--- config.mk ---
export PLATFORM = sky130hd
export DESIGN_NAME = mandelbrot_escape_time_top
export DESIGN_NICKNAME = d
export VERILOG_FILES = /design/src/hdl/mbet_pkg.sv /design/src/hdl/mandelbrot_escape_time_top.sv /design/src/hdl/mbet_mul.sv /design/src/hdl/mbet_div.sv
export SDC_FILE = /design/constraint.sdc
export NUM_CORES = 2
export LEC_CHECK = 0
export BUFFER_PORTS_ARGS = -buffer_cell sky130_fd_sc_hd__buf_2
export CAP_MARGIN = 10
export CORE_UTILIZATION = 35
export CTS_CLUSTER_DIAMETER = 150
export DETAILED_ROUTE_END_ITERATION = 16
export SYNTH_ARGS = -nofsm -noshare
export SYNTH_HDL_FRONTEND = slang
export SYNTH_SLANG_ARGS = --single-unit
--- constraint.sdc ---
create_clock -name i_clk -period 28.7 [get_ports i_clk]
set_input_delay 8.61 -clock i_clk [delete_from_list [all_inputs] [get_ports i_clk]]
set_output_delay 8.61 -clock i_clk [all_outputs]
set_load 0.005 [all_outputs]
--- src/hdl/mbet_pkg.sv ---
// Shared types, constants and fixed-point helpers for the escape-time block.
// Used by mbet_mul, mbet_div and mandelbrot_escape_time_top; no dependencies.
`default_nettype none

package mbet_pkg;

    localparam int WORD_W      = 32;
    localparam int PROD_W      = 64;
    localparam int PIX_W       = 16;
    localparam int CFG_W       = 29;
    localparam int ITER_W      = 10;
    localparam int SHADE_W     = 17;
    localparam int QUOT_BITS   = 16;
    localparam int DCNT_W      = $clog2(QUOT_BITS + 1);
    localparam int ADDR_W      = 4;
    localparam int APB_W       = 32;

    localparam int FRAC_BITS   = 20;
    localparam int COORD_SHIFT = 9;
    localparam int ITER_LIMIT  = 512;

    localparam logic signed [PROD_W-1:0] SAT_MAX = 64'sd2147483647;
    localparam logic signed [PROD_W-1:0] SAT_MIN = -64'sd2147483648;
    localparam logic signed [PROD_W-1:0] FOUR    = 64'sd4 <<< FRAC_BITS;
    localparam logic [SHADE_W-1:0]       SHADE_ONE = SHADE_W'(1) << QUOT_BITS;

    typedef enum logic [1:0] {
        REG_VIEW_RE  = 2'd0,
        REG_VIEW_IM  = 2'd1,
        REG_ZOOM     = 2'd2,
        REG_MAX_ITER = 2'd3
    } t_reg_idx;

    typedef enum logic {
        SH_FRAC,
        SH_FRAC_M1
    } t_shift;

    typedef enum logic [3:0] {
        ST_IDLE,
        ST_MAP_X,
        ST_MAP_Y,
        ST_MAP_C,
        ST_SQ_R,
        ST_SQ_I,
        ST_CROSS,
        ST_UPDATE,
        ST_DIVIDE,
        ST_DONE
    } t_state;

    typedef struct packed {
        logic              start;
        logic [ITER_W-1:0] num;
        logic [ITER_W-1:0] den;
    } t_div_req;

    typedef struct packed {
        logic                 valid;
        logic [QUOT_BITS-1:0] quot;
    } t_div_rsp;

    // Clamp a wide signed value to the signed 32-bit word.
    function automatic logic signed [WORD_W-1:0] sat32(input logic signed [PROD_W-1:0] v);
        if (v > SAT_MAX) begin
            return WORD_W'(SAT_MAX);
        end else if (v < SAT_MIN) begin
            return WORD_W'(SAT_MIN);
        end
        return WORD_W'(v);
    endfunction

    // Pixel to fixed point, divided by 2^COORD_SHIFT with floor rounding.
    function automatic logic signed [WORD_W-1:0] map_pix(input logic signed [PIX_W-1:0] pix);
        logic signed [PROD_W-1:0] w;
        w = PROD_W'(pix);
        w = (w <<< FRAC_BITS) >>> COORD_SHIFT;
        return sat32(w);
    endfunction

endpackage

`default_nettype wire

--- src/hdl/mandelbrot_escape_time_top.sv ---
// Mandelbrot escape-time evaluator: one pixel in, one escape result out.
// Channels: s_axis takes a pixel, tdata = {pixel_y, pixel_x}. m_axis returns
// tdata = {pad, shade_value, escaped, escape_count}. APB port holds the view
// origin, zoom and iteration bound (byte addresses 0x0, 0x4, 0x8, 0xC).
// One multiplier is time-shared: states MAP_X, MAP_Y and MAP_C map the pixel
// to c, then each z = z*z + c step runs through SQ_R, SQ_I, CROSS and UPDATE
// (zr*zr, zi*zi, zr*zi, update). A point that escapes also waits for the shade
// division before its result is ready. One pixel is in work at a time:
// s_axis_tready is high only while idle, so the next pixel is taken at best in
// the cycle after the previous result is registered.
// The finished result sits in an output register; the next pixel is accepted
// while it waits. If the receiver stalls, a second finished result holds in
// the sequencer until the output register frees.
// Reset (synchronous, active low) drops both valid flags, idles the sequencer
// and restores the register defaults.
// Depends on mbet_pkg, mbet_mul and mbet_div.
`default_nettype none

module mandelbrot_escape_time_top (
    input  wire logic        i_clk,
    input  wire logic        i_rst_n,
    input  wire logic        s_axis_tvalid,
    output logic             s_axis_tready,
    input  wire logic [31:0] s_axis_tdata,   // [15:0] pixel_x, [31:16] pixel_y
    output logic             m_axis_tvalid,
    input  wire logic        m_axis_tready,
    output logic [31:0]      m_axis_tdata,   // [9:0] escape_count, [10] escaped,
                                             // [27:11] shade_value, [31:28] zero
    input  wire logic        psel,
    input  wire logic        penable,
    input  wire logic        pwrite,
    input  wire logic [3:0]  paddr,
    input  wire logic [31:0] pwdata,
    output logic [31:0]      prdata,
    output logic             pready
);
    import mbet_pkg::*;

    // configuration
    logic signed [CFG_W-1:0] r_view_re;
    logic signed [CFG_W-1:0] r_view_im;
    logic signed [CFG_W-1:0] r_zoom;
    logic [ITER_W-1:0]       r_max_iter;
    t_reg_idx                reg_idx;
    logic                    cfg_wr;

    // sequencer and datapath
    t_state                   r_state, n_state;
    logic signed [PIX_W-1:0]  r_pix_x, n_pix_x;
    logic signed [PIX_W-1:0]  r_pix_y, n_pix_y;
    logic [ITER_W-1:0]        r_bound, n_bound;
    logic [ITER_W-1:0]        r_n, n_n;
    logic signed [WORD_W-1:0] r_cr, n_cr;
    logic signed [WORD_W-1:0] r_ci, n_ci;
    logic signed [WORD_W-1:0] r_zr, n_zr;
    logic signed [WORD_W-1:0] r_zi, n_zi;
    logic signed [WORD_W-1:0] r_zr2, n_zr2;
    logic signed [WORD_W-1:0] r_zi2, n_zi2;
    logic [ITER_W-1:0]        r_count, n_count;
    logic                     r_escaped, n_escaped;
    logic [SHADE_W-1:0]       r_shade, n_shade;

    // output register
    logic                     r_out_valid, n_out_valid;
    logic [ITER_W-1:0]        r_out_count, n_out_count;
    logic                     r_out_escaped, n_out_escaped;
    logic [SHADE_W-1:0]       r_out_shade, n_out_shade;

    // shared units
    logic signed [WORD_W-1:0] mul_a, mul_b, mul_res;
    t_shift                   mul_shift;
    t_div_req                 div_req;
    t_div_rsp                 div_rsp;

    mbet_mul u_mul (
        .i_clk   (i_clk),
        .i_a     (mul_a),
        .i_b     (mul_b),
        .i_shift (mul_shift),
        .o_res   (mul_res)
    );

    mbet_div u_div (
        .i_clk   (i_clk),
        .i_rst_n (i_rst_n),
        .i_req   (div_req),
        .o_rsp   (div_rsp)
    );

    // ---------------- configuration port ----------------
    assign reg_idx = t_reg_idx'(paddr[3:2]);
    assign cfg_wr  = psel && penable && pwrite;
    assign pready  = 1'b1;

    always_ff @(posedge i_clk) begin
        if (!i_rst_n) begin
            r_view_re  <= -CFG_W'(1855980);
            r_view_im  <= '0;
            r_zoom     <= CFG_W'(3670016);
            r_max_iter <= ITER_W'(128);
        end else if (cfg_wr) begin
            case (reg_idx)
                REG_VIEW_RE:  r_view_re  <= pwdata[CFG_W-1:0];
                REG_VIEW_IM:  r_view_im  <= pwdata[CFG_W-1:0];
                REG_ZOOM:     r_zoom     <= pwdata[CFG_W-1:0];
                REG_MAX_ITER: r_max_iter <= pwdata[ITER_W-1:0];
                default:      ;
            endcase
        end
    end

    always_comb begin
        case (reg_idx)
            REG_VIEW_RE:  prdata = APB_W'(r_view_re);
            REG_VIEW_IM:  prdata = APB_W'(r_view_im);
            REG_ZOOM:     prdata = APB_W'(r_zoom);
            REG_MAX_ITER: prdata = APB_W'(r_max_iter);
            default:      prdata = '0;
        endcase
    end

    // ---------------- sequencer ----------------
    assign s_axis_tready = (r_state == ST_IDLE);

    always_comb begin
        logic signed [PROD_W-1:0] mag2;
        logic signed [PROD_W-1:0] next_zr;
        logic signed [PROD_W-1:0] next_zi;
        logic signed [PROD_W-1:0] map_sum;

        n_state       = r_state;
        n_pix_x       = r_pix_x;
        n_pix_y       = r_pix_y;
        n_bound       = r_bound;
        n_n           = r_n;
        n_cr          = r_cr;
        n_ci          = r_ci;
        n_zr          = r_zr;
        n_zi          = r_zi;
        n_zr2         = r_zr2;
        n_zi2         = r_zi2;
        n_count       = r_count;
        n_escaped     = r_escaped;
        n_shade       = r_shade;
        n_out_valid   = r_out_valid && !m_axis_tready;
        n_out_count   = r_out_count;
        n_out_escaped = r_out_escaped;
        n_out_shade   = r_out_shade;

        mul_a         = r_zr;
        mul_b         = r_zr;
        mul_shift     = SH_FRAC;
        div_req.start = 1'b0;
        div_req.num   = r_count;
        div_req.den   = r_bound;

        mag2    = PROD_W'(r_zr2) + PROD_W'(mul_res);
        next_zr = PROD_W'(r_zr2) - PROD_W'(r_zi2) + PROD_W'(r_cr);
        next_zi = PROD_W'(mul_res) + PROD_W'(r_ci);
        map_sum = '0;

        case (r_state)
            ST_IDLE: begin
                if (s_axis_tvalid) begin
                    n_pix_x = s_axis_tdata[PIX_W-1:0];
                    n_pix_y = s_axis_tdata[2*PIX_W-1:PIX_W];
                    n_bound = (r_max_iter > ITER_W'(ITER_LIMIT)) ? ITER_W'(ITER_LIMIT)
                                                                 : r_max_iter;
                    n_state = ST_MAP_X;
                end
            end
            ST_MAP_X: begin
                mul_a   = map_pix(r_pix_x);
                mul_b   = WORD_W'(r_zoom);
                n_state = ST_MAP_Y;
            end
            ST_MAP_Y: begin
                mul_a   = map_pix(r_pix_y);
                mul_b   = WORD_W'(r_zoom);
                map_sum = PROD_W'(r_view_re) + PROD_W'(mul_res);
                n_cr    = sat32(map_sum);
                n_state = ST_MAP_C;
            end
            ST_MAP_C: begin
                map_sum = PROD_W'(r_view_im) + PROD_W'(mul_res);
                n_ci    = sat32(map_sum);
                n_zi    = sat32(map_sum);
                n_zr    = r_cr;
                n_n     = '0;
                n_state = ST_SQ_R;
            end
            ST_SQ_R: begin
                // bound reached without escape
                if (r_n == r_bound) begin
                    n_count   = r_bound;
                    n_escaped = 1'b0;
                    n_shade   = SHADE_ONE;
                    n_state   = ST_DONE;
                end else begin
                    mul_a   = r_zr;
                    mul_b   = r_zr;
                    n_state = ST_SQ_I;
                end
            end
            ST_SQ_I: begin
                mul_a   = r_zi;
                mul_b   = r_zi;
                n_zr2   = mul_res;
                n_state = ST_CROSS;
            end
            ST_CROSS: begin
                mul_a     = r_zr;
                mul_b     = r_zi;
                mul_shift = SH_FRAC_M1;
                n_zi2     = mul_res;
                if (mag2 > FOUR) begin
                    n_count       = r_n;
                    n_escaped     = 1'b1;
                    div_req.start = 1'b1;
                    div_req.num   = r_n;
                    n_state       = ST_DIVIDE;
                end else begin
                    n_state = ST_UPDATE;
                end
            end
            ST_UPDATE: begin
                n_zi    = sat32(next_zi);
                n_zr    = sat32(next_zr);
                n_n     = r_n + ITER_W'(1);
                n_state = ST_SQ_R;
            end
            ST_DIVIDE: begin
                if (div_rsp.valid) begin
                    n_shade = {1'b0, div_rsp.quot};
                    n_state = ST_DONE;
                end
            end
            ST_DONE: begin
                // hold until the output register frees
                if (!r_out_valid || m_axis_tready) begin
                    n_out_valid   = 1'b1;
                    n_out_count   = r_count;
                    n_out_escaped = r_escaped;
                    n_out_shade   = r_shade;
                    n_state       = ST_IDLE;
                end
            end
            default: n_state = ST_IDLE;
        endcase
    end

    always_ff @(posedge i_clk) begin
        if (!i_rst_n) begin
            r_state     <= ST_IDLE;
            r_out_valid <= 1'b0;
        end else begin
            r_state     <= n_state;
            r_out_valid <= n_out_valid;
        end
    end

    always_ff @(posedge i_clk) begin
        r_pix_x       <= n_pix_x;
        r_pix_y       <= n_pix_y;
        r_bound       <= n_bound;
        r_n           <= n_n;
        r_cr          <= n_cr;
        r_ci          <= n_ci;
        r_zr          <= n_zr;
        r_zi          <= n_zi;
        r_zr2         <= n_zr2;
        r_zi2         <= n_zi2;
        r_count       <= n_count;
        r_escaped     <= n_escaped;
        r_shade       <= n_shade;
        r_out_count   <= n_out_count;
        r_out_escaped <= n_out_escaped;
        r_out_shade   <= n_out_shade;
    end

    assign m_axis_tvalid = r_out_valid;
    assign m_axis_tdata  = {4'b0000, r_out_shade, r_out_escaped, r_out_count};

endmodule

`default_nettype wire

--- src/hdl/mbet_mul.sv ---
// Shared signed 32x32 multiplier with registered product, then floor shift and clamp.
// Depends on mbet_pkg.
`default_nettype none

module mbet_mul (
    input  wire logic                              i_clk,
    input  wire logic signed [mbet_pkg::WORD_W-1:0] i_a,
    input  wire logic signed [mbet_pkg::WORD_W-1:0] i_b,
    input  wire mbet_pkg::t_shift                  i_shift,
    output logic signed [mbet_pkg::WORD_W-1:0]      o_res
);
    import mbet_pkg::*;

    logic signed [PROD_W-1:0] r_prod;
    t_shift                   r_shift;
    logic signed [PROD_W-1:0] shifted;

    always_ff @(posedge i_clk) begin
        r_prod  <= PROD_W'(i_a) * PROD_W'(i_b);
        r_shift <= i_shift;
    end

    always_comb begin
        case (r_shift)
            SH_FRAC_M1: shifted = r_prod >>> (FRAC_BITS - 1);
            default:    shifted = r_prod >>> FRAC_BITS;
        endcase
        o_res = sat32(shifted);
    end

endmodule

`default_nettype wire

--- src/hdl/mbet_div.sv ---
// Restoring divider for the shade value: floor(num * 2^16 / den), one bit a cycle.
// Expects num < den. Depends on mbet_pkg.
`default_nettype none

module mbet_div (
    input  wire logic               i_clk,
    input  wire logic               i_rst_n,
    input  wire mbet_pkg::t_div_req i_req,
    output mbet_pkg::t_div_rsp      o_rsp
);
    import mbet_pkg::*;

    logic [ITER_W-1:0]    r_rem;
    logic [QUOT_BITS-1:0] r_quot;
    logic [DCNT_W-1:0]    r_cnt;
    logic                 r_valid;
    logic [ITER_W:0]      rem2;
    logic                 ge;

    assign rem2 = {r_rem, 1'b0};
    assign ge   = rem2 >= {1'b0, i_req.den};

    always_ff @(posedge i_clk) begin
        if (!i_rst_n) begin
            r_cnt   <= '0;
            r_valid <= 1'b0;
        end else if (i_req.start) begin
            r_cnt   <= DCNT_W'(QUOT_BITS);
            r_valid <= 1'b0;
        end else if (r_cnt != '0) begin
            r_cnt <= r_cnt - DCNT_W'(1);
            if (r_cnt == DCNT_W'(1)) begin
                r_valid <= 1'b1;
            end
        end
    end

    always_ff @(posedge i_clk) begin
        if (i_req.start) begin
            r_rem  <= i_req.num;
            r_quot <= '0;
        end else if (r_cnt != '0) begin
            r_rem  <= ge ? ITER_W'(rem2 - {1'b0, i_req.den}) : rem2[ITER_W-1:0];
            r_quot <= {r_quot[QUOT_BITS-2:0], ge};
        end
    end

    assign o_rsp.valid = r_valid;
    assign o_rsp.quot  = r_quot;

endmodule

`default_nettype wire

### Word level (Yosys, flattened, before mapping)

Index checks and enable logic that the tools add are counted.

| word-level totals | value |
|---|---|
| bits in registers | 499 |
| latch bits | 0 |
| bits in writable memories | 0 |
| memory bits (read-only) | 0 |
| input bits | 75 |
| word-level logic and storage cells | 176 |
| memories kept | 0 |

| operators by class | value |
|---|---|
| $add $sub $neg | 9 |
| multipliers | 1 |
| divide/modulo/power cells | 0 |
| order comparisons | 17 |
| equality and inequality tests | 19 |
| shift-type cells | 0 |
| mux-type cells | 73 |
| bitwise operators | 1 |
| reduce and logical (&&, ||, !) cells | 27 |

Operators by type and width:

| operator | number |
|---|---|
| $mux 32 | 21 |
| $pmux 32 s2 | 3 |
| $pmux 32 s4 | 1 |
| $gt 33x32->1 const B | 3 |
| $lt 33x32->1 const B | 3 |
| $pmux 32 s3 | 1 |
| $add 29x32->33 | 2 |
| $add 32x32->33 | 2 |
| $gt 27x32->1 const B | 2 |
| $lt 27x32->1 const B | 2 |
| $mul 32x32->64 | 1 |
| $mux 10 | 5 |
| $gt 45x32->1 const B | 1 |
| $lt 45x32->1 const B | 1 |
| $mux 44 | 1 |
| $pmux 10 s2 | 2 |
| $pmux 4 s9 | 1 |
| $add 33x32->34 | 1 |
| $gt 34x32->1 const B | 1 |
| $lt 34x32->1 const B | 1 |
| $mux 17 | 2 |
| $pmux 17 s2 | 1 |
| $gt 33x24->1 const B | 1 |
| $sub 32x32->33 | 1 |
| other kinds (31) | 87 |

### Depth between registers and ports, before layout

| depth | value |
|---|---|
| word-level depth | 12 |
| gate-level depth with buffers | 39 |

### By module

Synthesis repeated with hierarchy kept, for this count alone.

| second synthesis, totals | value |
|---|---|
| cell total of the unflattened synthesis | 7080 |
| area, all modules | 66251.0 µm² |

Modules (own cells, without submodules):

| module | times used | cells each | area an instance (µm²) | seq. area each (µm²) |
|---|---|---|---|---|
| mbet_mul | 1 | 3975 | 37592.3 | 920.9 |
| mandelbrot_escape_time_top | 1 | 2891 | 26783.2 | 11050.6 |
| mbet_div | 1 | 214 | 1875.5 | 740.7 |

### Least setup slack after synthesis

Ideal clock, no wire load.

| timing | value |
|---|---|
| kind | input to output |
| start point | in paddr[2] |
| end point | out prdata[0] |
| arrival | 9985 ps |
| slack | 10105 ps |
| stages | 4 |
| path buffers | 3 |
| path through | clkbuf_1 -> buf_1 -> clkbuf_1 -> mux4_2 |

| on the way | value |
|---|---|
| word-level cells in the longest chain between the ends | 2 |

Ends and longest elaborated chain:

| item | RTL line | RTL |
|---|---|---|
| from (decl) | mandelbrot_escape_time_top.sv:32 | `input wire logic [3:0] paddr,` |
| $eq 2x2->1, or another cell as far along | mandelbrot_escape_time_top.sv:113 | `case (reg_idx)` |
| $pmux 32 s4 (*) | mandelbrot_escape_time_top.sv:113 |  |
| to (decl) | mandelbrot_escape_time_top.sv:34 | `output logic [31:0] prdata,` |

Mark *: on every way between the ends. The rest lies on a longest branch, timed or not.

### Worst setup path after layout

| timing | value |
|---|---|
| start point | in paddr[3] |
| end point | out prdata[20] |

Same word-level chain as after synthesis.

==> run metrics <==
status=finished clean; CP delay by family, top=buffers and inverters; worst relative slew slack=13.02%; syn_area_per_cell=9.327 µm²; CP peak stage delay=0.46 ns; Cell Chain, Critical Path=buf_2 -> buf_4 -> nor2b_2 -> buf_4 -> nand2_1 -> o21ai_0 -> buf_2; Clock Latency Late Sink=0.69 ns; top cells by area, synth=fa_1, edfxtp_1, ha_1; Post-Syn Area=63630 µm²; Row Count=156; TritonCTS Sinks=480; count of cell types in the netlist=91; TritonRoute pass-1 iters=6; CP startpoint kind=input port; Final #Nets=8398; post-synth top area share=35.17%; Fillers=18.11k; worst-path maximum fanout=36; final antenna-violating net count=0; Post-Synth XOR/XNOR Area=2.820%; detailed placement HPWL=168.7 mm; Post-Route WL=212.0 mm; Post-Synth Adder-Cell Area=42.38%; TritonCTS clock tree=done; mux cell area share after synthesis=1.707%; Tmin final=19.02 ns; Post-synth EDFFs=310; fin. max-slew vios=0; Die X=428.4 µm; Overflow after GRT=0; First DRT Iteration DRCs=4424; worst hold slack=0.4158 ns; Post-CTS Setup Repair Bufs=0; Crit. End Element=output port; layout cells sized above 1=6.947%; worst slew pin tran=1.303 ns; Synth Flop Type=edfxtp_1; simple-gate share of the synthesized area=13.74%; Gate Count Post-Synth=6822; Yosys reg bits=480; total negative setup slack=0 ns; first-pass GRT wire length=321.4 mm; RSZ-0062 raised after global routing=no; H-tree lvl count=2; Synth area leader=fa_1; WL/cell=22.87 µm; Hold Crit Class=flip-flop to flip-flop; number of global-route vias before repair=51.12k; main combinational cell family by area after synthesis=adder cells; commonest non-fill, non-tap cell in the layout=inv_1; Final Wtd Congestion=0.9723; Starting Density=35.20%; compound-cell area share of the yosys netlist=10.43%; Max Cap Violations=0; initial antenna violation count=6; CTS max path bufs=3; period utilization=66.26%; Hold Buf Count CTS=0; Synth Warn #=0; sequential area share after synthesis=19.98%; Clock Tree Root=clkbuf_16; most frequent cells in the layout=inv_1, fa_1, nand2_1; Setup Skew=0.06032 ns; number of port buffers=131; Core ar.=180700 µm²; GRT Util Overall=23.15%; Die Ht=428.4 µm; async set-or-reset flop fraction in the synthesized netlist=0%; Buf+Inv Stages, Crit Path=4; die area=183500 µm²; Final Hold Viols=0; Required @ worst endpoint=20.09 ns; Max Clock Freq=0.05258 GHz; largest net degree at the start of global routing=106; CP arrival=10.41 ns; via count=49.49k; drt via density=5.339; IO Count=142; Slowest-stage cell, CP=buf_4; number of remaining DRC errors=0; Reg clk slew, reported paths=0.06 ns; final setup fails=0; Layout Area Growth over Synthesis=8.916%; cts bufs inserted=54; critical path class=input port to output port; Resized Gates After CTS=0
==> through the flow <==
| step | instances | setup slack, ns | util, % | instance area, µm² |
|---|---|---|---|---|
| after detailed placement | 9162 | 9.711 | 37.25 | 67330 |
| final | 9269 | 9.683 | 38.34 | 69300 |
| after floorplan | 6825 | 10.11 | - | 63640 |
| after CTS | 9264 | 9.693 | 38.33 | 69290 |
| after global routing | 9265 | 9.597 | 38.34 | 69290 |
| after global placement | 9162 | 9.725 | 37.25 | 67330 |
==> area by class of cell <==
class                           count  area [µm²]  area share (%)
Multi-Input combinational cell   4849       45390           65.50
Timing Repair Buffer              292        1867           2.694
Sequential cell                   480       12710           18.34
Inverter                         1172        4399           6.348
Clock inverter                     34       467.9          0.6752
Antenna cell                        4       10.01         0.01444
Tap cell                         2370        2965           4.279
Clock buffer                       68        1486           2.145
==> worst register-to-register path, delay by kind of cell (launching register included) <==
family / cells / cell delay, ns
AND/OR/NAND/NOR: 9 / 2.54
AO/OA/AOI/OAI: 5 / 1.15
adder cells (fa/ha/maj): 9 / 5.01
flip-flops: 1 / 0.74
buffers and inverters: 10 / 2.36
==> layer usage <==
| layer | global-route usage, % | up-vias | share of wire, % |
|---|---|---|---|
| met2 | 37.05 | 2271 | 46 |
| met4 | 10.32 | 6 | 5.2 |
| li1 | - | 21736 | - |
| met3 | 4.332 | 454 | 8.7 |
| met5 | 0 | - | 0.019 |
| met1 | 30.46 | 25018 | 40 |
==> cell usage after synthesis, types with 48 or more instances <==
cell type  count
nand4_1       48
edfxtp_1     310
xor2_1        74
a21boi_0      80
nand2_1      990
nor2_1       690
clkbuf_1     292
ha_1         356
xnor2_1      129
fa_1        1118
o21ai_0      180
dfxtp_1      170
a21o_1       130
mux2i_1       68
a21oi_1      228
inv_1       1171
nand3_1       69
==> logic make-up after synthesis <==
group,after synthesis
mux,94
compound gates,981
simple gates,2078
flops,480
fa+ha+maj,1487
xor+xnor,204
buf+inv,1496
other cells,2
==> path summary, 6_finish.rpt <==
path | to | from | slack, ns | cells past startpoint
worst min register to register | r_out_shade[14]$_DFFE_PP_ | r_shade[14]$_SDFFCE_PN0P_ | 0.42 | 0
worst max register to register | u_mul.r_prod[62]$_DFF_P_ | r_state[0]$_SDFFE_PN0P_ | 16.74 | 33
worst max-delay path | prdata[20] | paddr[3] | 9.68 | 7
worst min-delay path | r_out_shade[14]$_DFFE_PP_ | r_shade[14]$_SDFFCE_PN0P_ | 0.42 | 0
==> registers in the layout, summed over array words and instances, names as in the netlist, 16 cells and up <==
register	cells
u_mul.r_prod	45
u_div.r_quot	16
r_cr	32
r_ci	32
r_view_im	29
r_zi	32
r_zi2	32
r_view_re	29
r_shade	17
r_zoom	29
r_pix_y	16
r_out_shade	17
r_pix_x	16
r_zr	32
r_zr2	32
Power is left out: the tool's default activity adds up to more than one toggle a clock period on the data nets, which glitch-free logic cannot reach.
